### src/tzr_pkg.sv
// ----------------------------------------------------------------------------
// tzr_pkg: shared types and constants for the torus z-buffer point renderer
// Opcodes, command and configuration records, state codes, shade ramp.
// ----------------------------------------------------------------------------
`default_nettype none

package tzr_pkg;

    // default frame geometry and depth store width
    localparam int DEF_SCREEN_WIDTH  = 50;
    localparam int DEF_SCREEN_HEIGHT = 25;
    localparam int DEF_DEPTH_BITS    = 16;

    // fixed field widths
    localparam int TRIG_W  = 16;
    localparam int INDEX_W = 11;
    localparam int CHAR_W  = 7;
    localparam int SHADE_W = 4;
    localparam int OOZ_W   = 23;   // reciprocal depth, Q1.22, at most 2^22
    localparam int Z_W     = 42;   // depth in Q28

    localparam logic [CHAR_W-1:0] BLANK_CHAR = 7'd32;  // space

    typedef enum logic [1:0] {
        OP_CLEAR = 2'd0,
        OP_PLOT  = 2'd1,
        OP_READ  = 2'd2,
        OP_NOP   = 2'd3
    } t_op;

    typedef enum logic [2:0] {
        CFG_R_INNER    = 3'd0,
        CFG_R_OUTER    = 3'd1,
        CFG_VIEW_DIST  = 3'd2,
        CFG_PROJ_SCALE = 3'd3,
        CFG_COS_A      = 3'd4,
        CFG_SIN_A      = 3'd5,
        CFG_COS_B      = 3'd6,
        CFG_SIN_B      = 3'd7
    } t_cfg_idx;

    typedef enum logic [3:0] {
        ST_CLEAR,
        ST_IDLE,
        ST_READ,
        ST_RDATA,
        ST_MATH,
        ST_DIVWAIT,
        ST_PROJ,
        ST_LOOK,
        ST_UPD
    } t_state;

    typedef struct packed {
        t_op                       op;
        logic signed [TRIG_W-1:0]  cos_theta;
        logic signed [TRIG_W-1:0]  sin_theta;
        logic signed [TRIG_W-1:0]  cos_phi;
        logic signed [TRIG_W-1:0]  sin_phi;
        logic        [INDEX_W-1:0] pixel_index;
    } t_cmd;

    typedef struct packed {
        logic        [5:0]        r_inner;
        logic        [5:0]        r_outer;
        logic        [9:0]        view_distance;
        logic        [7:0]        projection_scale;
        logic signed [TRIG_W-1:0] cos_a;
        logic signed [TRIG_W-1:0] sin_a;
        logic signed [TRIG_W-1:0] cos_b;
        logic signed [TRIG_W-1:0] sin_b;
    } t_cfg;

    // shade code 1..12 to ramp character ".,-~:;=!*#$@"
    function automatic logic [CHAR_W-1:0] ramp_char(input logic [SHADE_W-1:0] shade);
        logic [CHAR_W-1:0] c;
        case (shade)
            4'd1:    c = 7'd46;   // .
            4'd2:    c = 7'd44;   // ,
            4'd3:    c = 7'd45;   // -
            4'd4:    c = 7'd126;  // ~
            4'd5:    c = 7'd58;   // :
            4'd6:    c = 7'd59;   // ;
            4'd7:    c = 7'd61;   // =
            4'd8:    c = 7'd33;   // !
            4'd9:    c = 7'd42;   // *
            4'd10:   c = 7'd35;   // #
            4'd11:   c = 7'd36;   // $
            4'd12:   c = 7'd64;   // @
            default: c = BLANK_CHAR;
        endcase
        return c;
    endfunction

endpackage

`default_nettype wire

### src/tzr_if.sv
// ----------------------------------------------------------------------------
// tzr_if: item and result channels of the renderer
// Valid/ready channels; an item moves when valid and ready are both high.
// ----------------------------------------------------------------------------
`default_nettype none

interface tzr_item_if;
    logic               valid;
    logic               ready;
    logic        [1:0]  opcode;
    logic signed [15:0] cos_theta;
    logic signed [15:0] sin_theta;
    logic signed [15:0] cos_phi;
    logic signed [15:0] sin_phi;
    logic        [10:0] pixel_index;

    modport source (output valid, opcode, cos_theta, sin_theta, cos_phi, sin_phi,
                    pixel_index, input ready);
    modport sink   (input valid, opcode, cos_theta, sin_theta, cos_phi, sin_phi,
                    pixel_index, output ready);
endinterface


`default_nettype wire

### src/tzr_front.sv
// ----------------------------------------------------------------------------
// tzr_front: item intake
// Accepts items, drops no-ops, and queues commands in a two-entry FIFO.
// ----------------------------------------------------------------------------
`default_nettype none

module tzr_front (
    input  wire             i_clk,
    input  wire             i_rst_n,
    tzr_item_if.sink        i_item,
    input  wire             i_init_done,
    output logic            o_cmd_valid,
    output tzr_pkg::t_cmd   o_cmd,
    input  wire             i_cmd_ready
);
    import tzr_pkg::*;

    t_cmd       r_fifo [2];
    logic       r_wr_ptr, r_rd_ptr;
    logic [1:0] r_count;
    logic       accept, push, pop;
    t_op        op;

    assign op           = t_op'(i_item.opcode);
    assign i_item.ready = i_init_done && (r_count != 2'd2);
    assign accept       = i_item.valid && i_item.ready;

    // classify: only clear, plot and read reach the back end
    always_comb begin
        unique case (op)
            OP_CLEAR, OP_PLOT, OP_READ: push = accept;
            default:                    push = 1'b0;
        endcase
    end

    assign o_cmd_valid = (r_count != 2'd0);
    assign o_cmd       = r_fifo[r_rd_ptr];
    assign pop         = o_cmd_valid && i_cmd_ready;

    // queue storage
    always_ff @(posedge i_clk) begin
        if (push) begin
            r_fifo[r_wr_ptr] <= '{op:          op,
                                  cos_theta:   i_item.cos_theta,
                                  sin_theta:   i_item.sin_theta,
                                  cos_phi:     i_item.cos_phi,
                                  sin_phi:     i_item.sin_phi,
                                  pixel_index: i_item.pixel_index};
        end
    end

    // pointers and fill count
    always_ff @(posedge i_clk) begin
        if (!i_rst_n) begin
            r_wr_ptr <= 1'b0;
            r_rd_ptr <= 1'b0;
            r_count  <= 2'd0;
        end else begin
            if (push) r_wr_ptr <= ~r_wr_ptr;
            if (pop)  r_rd_ptr <= ~r_rd_ptr;
            case ({push, pop})
                2'b10:   r_count <= r_count + 2'd1;
                2'b01:   r_count <= r_count - 2'd1;
                default: r_count <= r_count;
            endcase
        end
    end

endmodule

`default_nettype wire

### src/flat_wrapper.sv
// flat-port wrapper written by rule: the top's interface ports become plain ports
module tzr_front_flat import tzr_pkg::*;
  (i_clk, i_rst_n, i_init_done, o_cmd_valid, o_cmd, i_cmd_ready, i_item_valid, i_item_opcode, i_item_cos_theta, i_item_sin_theta, i_item_cos_phi, i_item_sin_phi, i_item_pixel_index, i_item_ready);
  tzr_item_if i_item_i ();
  input  wire i_clk;
  input  wire i_rst_n;
  input  wire i_init_done;
  output logic o_cmd_valid;
  output tzr_pkg::t_cmd o_cmd;
  input  wire i_cmd_ready;
  input wire logic [$bits(i_item_i.valid)-1:0] i_item_valid;
  input wire logic [$bits(i_item_i.opcode)-1:0] i_item_opcode;
  input wire logic [$bits(i_item_i.cos_theta)-1:0] i_item_cos_theta;
  input wire logic [$bits(i_item_i.sin_theta)-1:0] i_item_sin_theta;
  input wire logic [$bits(i_item_i.cos_phi)-1:0] i_item_cos_phi;
  input wire logic [$bits(i_item_i.sin_phi)-1:0] i_item_sin_phi;
  input wire logic [$bits(i_item_i.pixel_index)-1:0] i_item_pixel_index;
  output wire logic [$bits(i_item_i.ready)-1:0] i_item_ready;
  assign i_item_i.valid = i_item_valid;
  assign i_item_i.opcode = i_item_opcode;
  assign i_item_i.cos_theta = i_item_cos_theta;
  assign i_item_i.sin_theta = i_item_sin_theta;
  assign i_item_i.cos_phi = i_item_cos_phi;
  assign i_item_i.sin_phi = i_item_sin_phi;
  assign i_item_i.pixel_index = i_item_pixel_index;
  assign i_item_ready = i_item_i.ready;
  tzr_front u_core (.i_clk(i_clk), .i_rst_n(i_rst_n), .i_item(i_item_i), .i_init_done(i_init_done), .o_cmd_valid(o_cmd_valid), .o_cmd(o_cmd), .i_cmd_ready(i_cmd_ready));
endmodule
### config.mk
export PLATFORM = sky130hd
export DESIGN_NAME = tzr_front_flat
export DESIGN_NICKNAME = d
export VERILOG_FILES = /design/src/tzr_pkg.sv /design/src/tzr_if.sv /design/src/tzr_front.sv /design/src/flat_wrapper.sv
export SDC_FILE = /design/constraint.sdc
export NUM_CORES = 1
export LEC_CHECK = 0
export CAP_MARGIN = 20
export CORE_UTILIZATION = 55
export CTS_BUF_LIST = sky130_fd_sc_hd__clkbuf_2 sky130_fd_sc_hd__clkbuf_4 sky130_fd_sc_hd__clkbuf_8
export DETAILED_ROUTE_END_ITERATION = 7
export DONT_BUFFER_PORTS = 1
export MAX_ROUTING_LAYER = met4
export PLACE_DENSITY = 0.69
export SLEW_MARGIN = 15
export SYNTH_ARGS = -nofsm -noshare
export SYNTH_HDL_FRONTEND = slang
export SYNTH_SLANG_ARGS = --single-unit
### constraint.sdc
create_clock -name i_clk -period 8.7 [get_ports i_clk]
set_clock_uncertainty 0.05 [all_clocks]
set_input_delay 1.74 -clock i_clk [delete_from_list [all_inputs] [get_ports i_clk]]
set_output_delay 1.74 -clock i_clk [all_outputs]
set_load 0.01 [all_outputs]
== After elaboration in Yosys (flattened, before gate mapping) ==
Memories as Yosys holds them, arrays and structs flattened. A register that Yosys moved wholly into a read port is not among the register bits.
Index checks and enable logic that the tools add are counted.
Storage, ports and cells
  flip-flop bits (word level): 4
  memory bits (writable): 154
  logic and storage cells: 26
  memories kept: 1
  output and inout port bits: 79
  input port bits: 82
Cells by class
  add/subtract/negate cells: 2
  mux-type cells: 6
  equal/unequal tests: 5
  reduce and logical (&&, ||, !) cells: 7
  bitwise operators: 2
Memory list
  u_core.r_fifo: depth 2, bits a word 77, read ports 1, clocked after Yosys merged registers in 1, wr ports 1, RTL line tzr_front.sv:18  | t_cmd r_fifo [2];
Operators with widths (number)
  $mux W1: 5
  $eq A2 B1 Y1 const B: 2
  $eq A2 B2 Y1 const B: 2
  $pmux W2 S2: 1
  $reduce_bool A2 Y1: 2
  $logic_and A1 B1 Y1: 3
  $reduce_or A3 Y1: 1
  $add A2 B1 Y2 const B: 1
  $logic_not A2 Y1: 1
  $ne A2 B2 Y1 const B: 1
  $not A1 Y1: 2
  $sub A2 B1 Y2 const B: 1

== Depth between registers and ports, before layout ==
  depth after elaboration: 6
  gate-level depth with buffers: 6

== Worst setup path after synthesis ==
No wires, ideal clock.
  path type: input -> register
  from: input i_item_opcode[0]
  to: memory u_core.r_fifo[0][0] in the netlist's numbering (enable)
  data arrival time: 5.224 ns
  data required time: 8.137 ns
  stages: 3
  slack: 2.913 ns
  setup time: 0.513 ns
  cells stage by stage: nand2_1 -> nand4_1 -> nor2_1
Between the ends
  word-level cells in the longest chain between the ends: 5
  elaborated cells between the ends (all ways): 7
Ends and longest elaborated chain
  from (decl): RTL line flat_wrapper.sv:12  | input wire logic [$bits(i_item_i.opcode)-1:0] i_item_opcode;
  $eq A2 B1 Y1 (tied with other cells): RTL line tzr_front.sv:30  | unique case (op)
  $reduce_or A3 Y1 *: RTL line tzr_front.sv:30
  $mux W1 *: RTL line tzr_front.sv:30
  $mux W1 *: RTL line tzr_front.sv:42  | if (push) begin
  $mux W1 (not written as such) *: RTL line tzr_front.sv:43  | r_fifo[r_wr_ptr] <= '{op: op,
  to (decl): RTL line tzr_front.sv:18
Mark *: on every way between the ends. The rest lies on a longest branch, timed or not.

==> impl_metrics.env <==
export IMPL_layout_drive_gt1_share=0.295
export IMPL_clock_insertion_delay_worst_skew_ps=420
export IMPL_flip_flop_and_latch_count_after_synthesis=159
export IMPL_vias=2354
export IMPL_synthTopCellsByArea="sky130_fd_sc_hd__edfxtp_1 80%, sky130_fd_sc_hd__mux2_2 9.1%, sky130_fd_sc_hd__mux2_1 5.8%, sky130_fd_sc_hd__dfxtp_1 1.7%, sky130_fd_sc_hd__buf_6 0.78%"
export IMPL_post_route_util=0.614
export IMPL_timing_final_setup_violations=0
export IMPL_grt_total_usage=0.167
export IMPL_yosysSeqAreaShare=0.814
export IMPL_dp_cells=396
export IMPL_io_pin_count=161
export IMPL_global_route_overflow_total=0
export IMPL_antenna_diode_count=0
export IMPL_placedInstanceArea_sq_um=5940
export IMPL_die_height_um=105
export IMPL_buffer_count_from_post_cts_setup_fixing=0
export IMPL_synthesized_area_sq_um=5800
export IMPL_ctsResizeCount=0
export IMPL_crit_path_top_delay_cell="sky130_fd_sc_hd__dfxtp_4"
export IMPL_max_slew_margin_rel=0.303
export IMPL_design_die_area_sq_um=11000
export IMPL_worstMarginPinSlew_ps=1040
export IMPL_number_of_antenna_violations_at_the_first_check_in_global_routing=0
export IMPL_p_per_area_nw_per_um2=258
export IMPL_status="finished, final reports clean"
export IMPL_ys_dominant_reg_cell="sky130_fd_sc_hd__edfxtp_1"
export IMPL_largest_net_degree_at_the_start_of_global_routing=78
export IMPL_async_flop_share=0
export IMPL_period_needed_ps=3780
export IMPL_drv_slew=0
export IMPL_nNetsFinal=362
export IMPL_p_leak_nw=1.98
export IMPL_drt_drc_violations_left=0
export IMPL_hpwl_um=5190
export IMPL_routed_wire_length_per_instance_um=19.7
export IMPL_worst_ep_arrival_time_ps=1990
export IMPL_final_cell_count_no_fill=428
export IMPL_count_of_unique_library_cells_instantiated_by_yosys=22
export IMPL_fillers=766
export IMPL_routabilityCongestion=0.691
export IMPL_worstPathBufferInverterCount=0
export IMPL_setup_worst_path_end_class="output pin"
export IMPL_initial_utilization=0.565
export IMPL_ctsRootBufferMaster="sky130_fd_sc_hd__clkbuf_8"
export IMPL_avgSynthCellArea_sq_um=21.7
export IMPL_clock_sink_count=159
export IMPL_max_freq_ghz=0.264
export IMPL_rsz0062_at_grt="no"
export IMPL_number_of_enable_flip_flop_cells_after_synthesis=154
export IMPL_worstPathCellList="mux2_2"
export IMPL_setup_worst_path_start_class="flip-flop"
export IMPL_synth_net_count=350
export IMPL_finalWirelength_um=8410
export IMPL_grt_pass1_vias=2415
export IMPL_route_antenna_remaining_nets=0
export IMPL_report_power_total_mw=1.63
export IMPL_holdCritPathClass="reg -> reg"
export IMPL_yosys_warnings=0
export IMPL_post_cts_hold_buffer_count=0
export IMPL_crit_family="flip-flops"
export IMPL_vdd_drop_max_mv=0.140
export IMPL_max_fanout_on_critical_path=77
export IMPL_floorplan_die_width_um=105
export IMPL_yosys_area_top_type_share=0.797
export IMPL_cts_reportedPaths_clkPinSlew_ps=80
export IMPL_tritoncts_buffers=17
export IMPL_finish_instance_area_sq_um=6310
export IMPL_critical_path_required_ps=6910
export IMPL_drt_pass_1_iters=4
export IMPL_timing_setup_tns_ps=0
export IMPL_postSynthCellCount=267
export IMPL_design_core_area_sq_um=10300
export IMPL_timing_reg2reg_setup_slack_ps=5830
export IMPL_cpPeakStageDelay_ps=1000
export IMPL_post_drt_via_cell_ratio=5.50
export IMPL_grt_pass1_wl_um=12700
export IMPL_clock_tree_from_tritoncts="done"
export IMPL_netlist_top_cell_by_area="sky130_fd_sc_hd__edfxtp_1"
export IMPL_max_cap_violations=0
export IMPL_placement_row_count=37
export IMPL_crit_type="reg -> out"
export IMPL_initialDrtViolationCount=151
export IMPL_cts_root_to_sink_buffers=2
export IMPL_area_growth_synth_to_final_pct=8.75
export IMPL_number_of_hold_violations_in_the_final_report=0
export IMPL_number_of_levels_in_the_clock_h_tree=4
export IMPL_io_buffers=0
export IMPL_min_period_over_period=0.435
## routing by layer
| metal | part of all wire | global-route usage |
|---|---|---|
| met4 | 0.013 | 0.0604 |
| met1 | 0.37 | 0.180 |
| met2 | 0.50 | 0.256 |
| met3 | 0.11 | 0.0986 |
| met5 | 0 | - |
## sequential cells by signal (all words and copies together), names as in the netlist, named ones only
signal and cells:
u_core.r_fifo 154, u_core.r_count 2, u_core.r_rd_ptr 1, u_core.r_wr_ptr 1
## power by group
group	internal, mW	switching, mW
registers	0.883	0.0539
logic	0.0997	0.105
clock network	0.249	0.240
## Yosys cell counts, types with 2 or more instances
library cell and count:
sky130_fd_sc_hd__nor2b_1 2, sky130_fd_sc_hd__mux2_2 47, sky130_fd_sc_hd__and2_1 2, sky130_fd_sc_hd__xnor2_1 3
sky130_fd_sc_hd__buf_2 4, sky130_fd_sc_hd__mux2_1 30, sky130_fd_sc_hd__nand2_1 3, sky130_fd_sc_hd__buf_6 4
sky130_fd_sc_hd__edfxtp_1 154, sky130_fd_sc_hd__nor2_1 2, sky130_fd_sc_hd__dfxtp_1 5
## cells in the final DEF, fill, tap and decap left out, types with 3 or more instances in the layout
master	n
sky130_fd_sc_hd__clkinvlp_4	4
sky130_fd_sc_hd__xnor2_1	3
sky130_fd_sc_hd__dfxtp_1	4
sky130_fd_sc_hd__clkbuf_8	18
sky130_fd_sc_hd__mux2_2	47
sky130_fd_sc_hd__nand2_1	3
sky130_fd_sc_hd__mux2_1	30
sky130_fd_sc_hd__edfxtp_1	154
sky130_fd_sc_hd__clkbuf_4	5
## final timing paths
check,start,endpoint,depth (start not counted)
max reg2reg,u_core.r_count[0],u_core.r_fifo[1][25],4
min reg2reg,u_core.r_wr_ptr,u_core.r_wr_ptr,2
min,u_core.r_wr_ptr,u_core.r_wr_ptr,2
max,flip-flop,o_cmd[76],1
## layout make-up
| cell class | count | area [sq um] | share of cell area |
|---|---|---|---|
| Inverter | 1 | 3.75 | 0.000595 |
| Clock buffer | 23 | 285 | 0.0452 |
| Tap cell | 136 | 170 | 0.0270 |
| Multi-Input combinational cell | 98 | 1020 | 0.162 |
| Sequential cell | 159 | 4730 | 0.749 |
| Clock inverter | 9 | 87.6 | 0.0139 |
| Timing Repair Buffer | 2 | 15.0 | 0.00238 |
## cell families after synthesis
logic type | synth area share
buffers and inverters | 0.0125
muxes | 0.151
DFF | 0.814
and+or+nand+nor | 0.0119
adders and majority gates | 0.00216
AOI/OAI and AO/OA | 0.00367
xor gates and xnor gates | 0.00453
## stage by stage
step / hold slack (ps) / setup WS (ps)
global route: 505 / 4800
CTS: 469 / 4880
finish: 469 / 4920
floorplan: 401 / 2910
global placement: 445 / 4590
detailed placement: 457 / 4560
No activity file was read; power rests on OpenSTA's default activity.
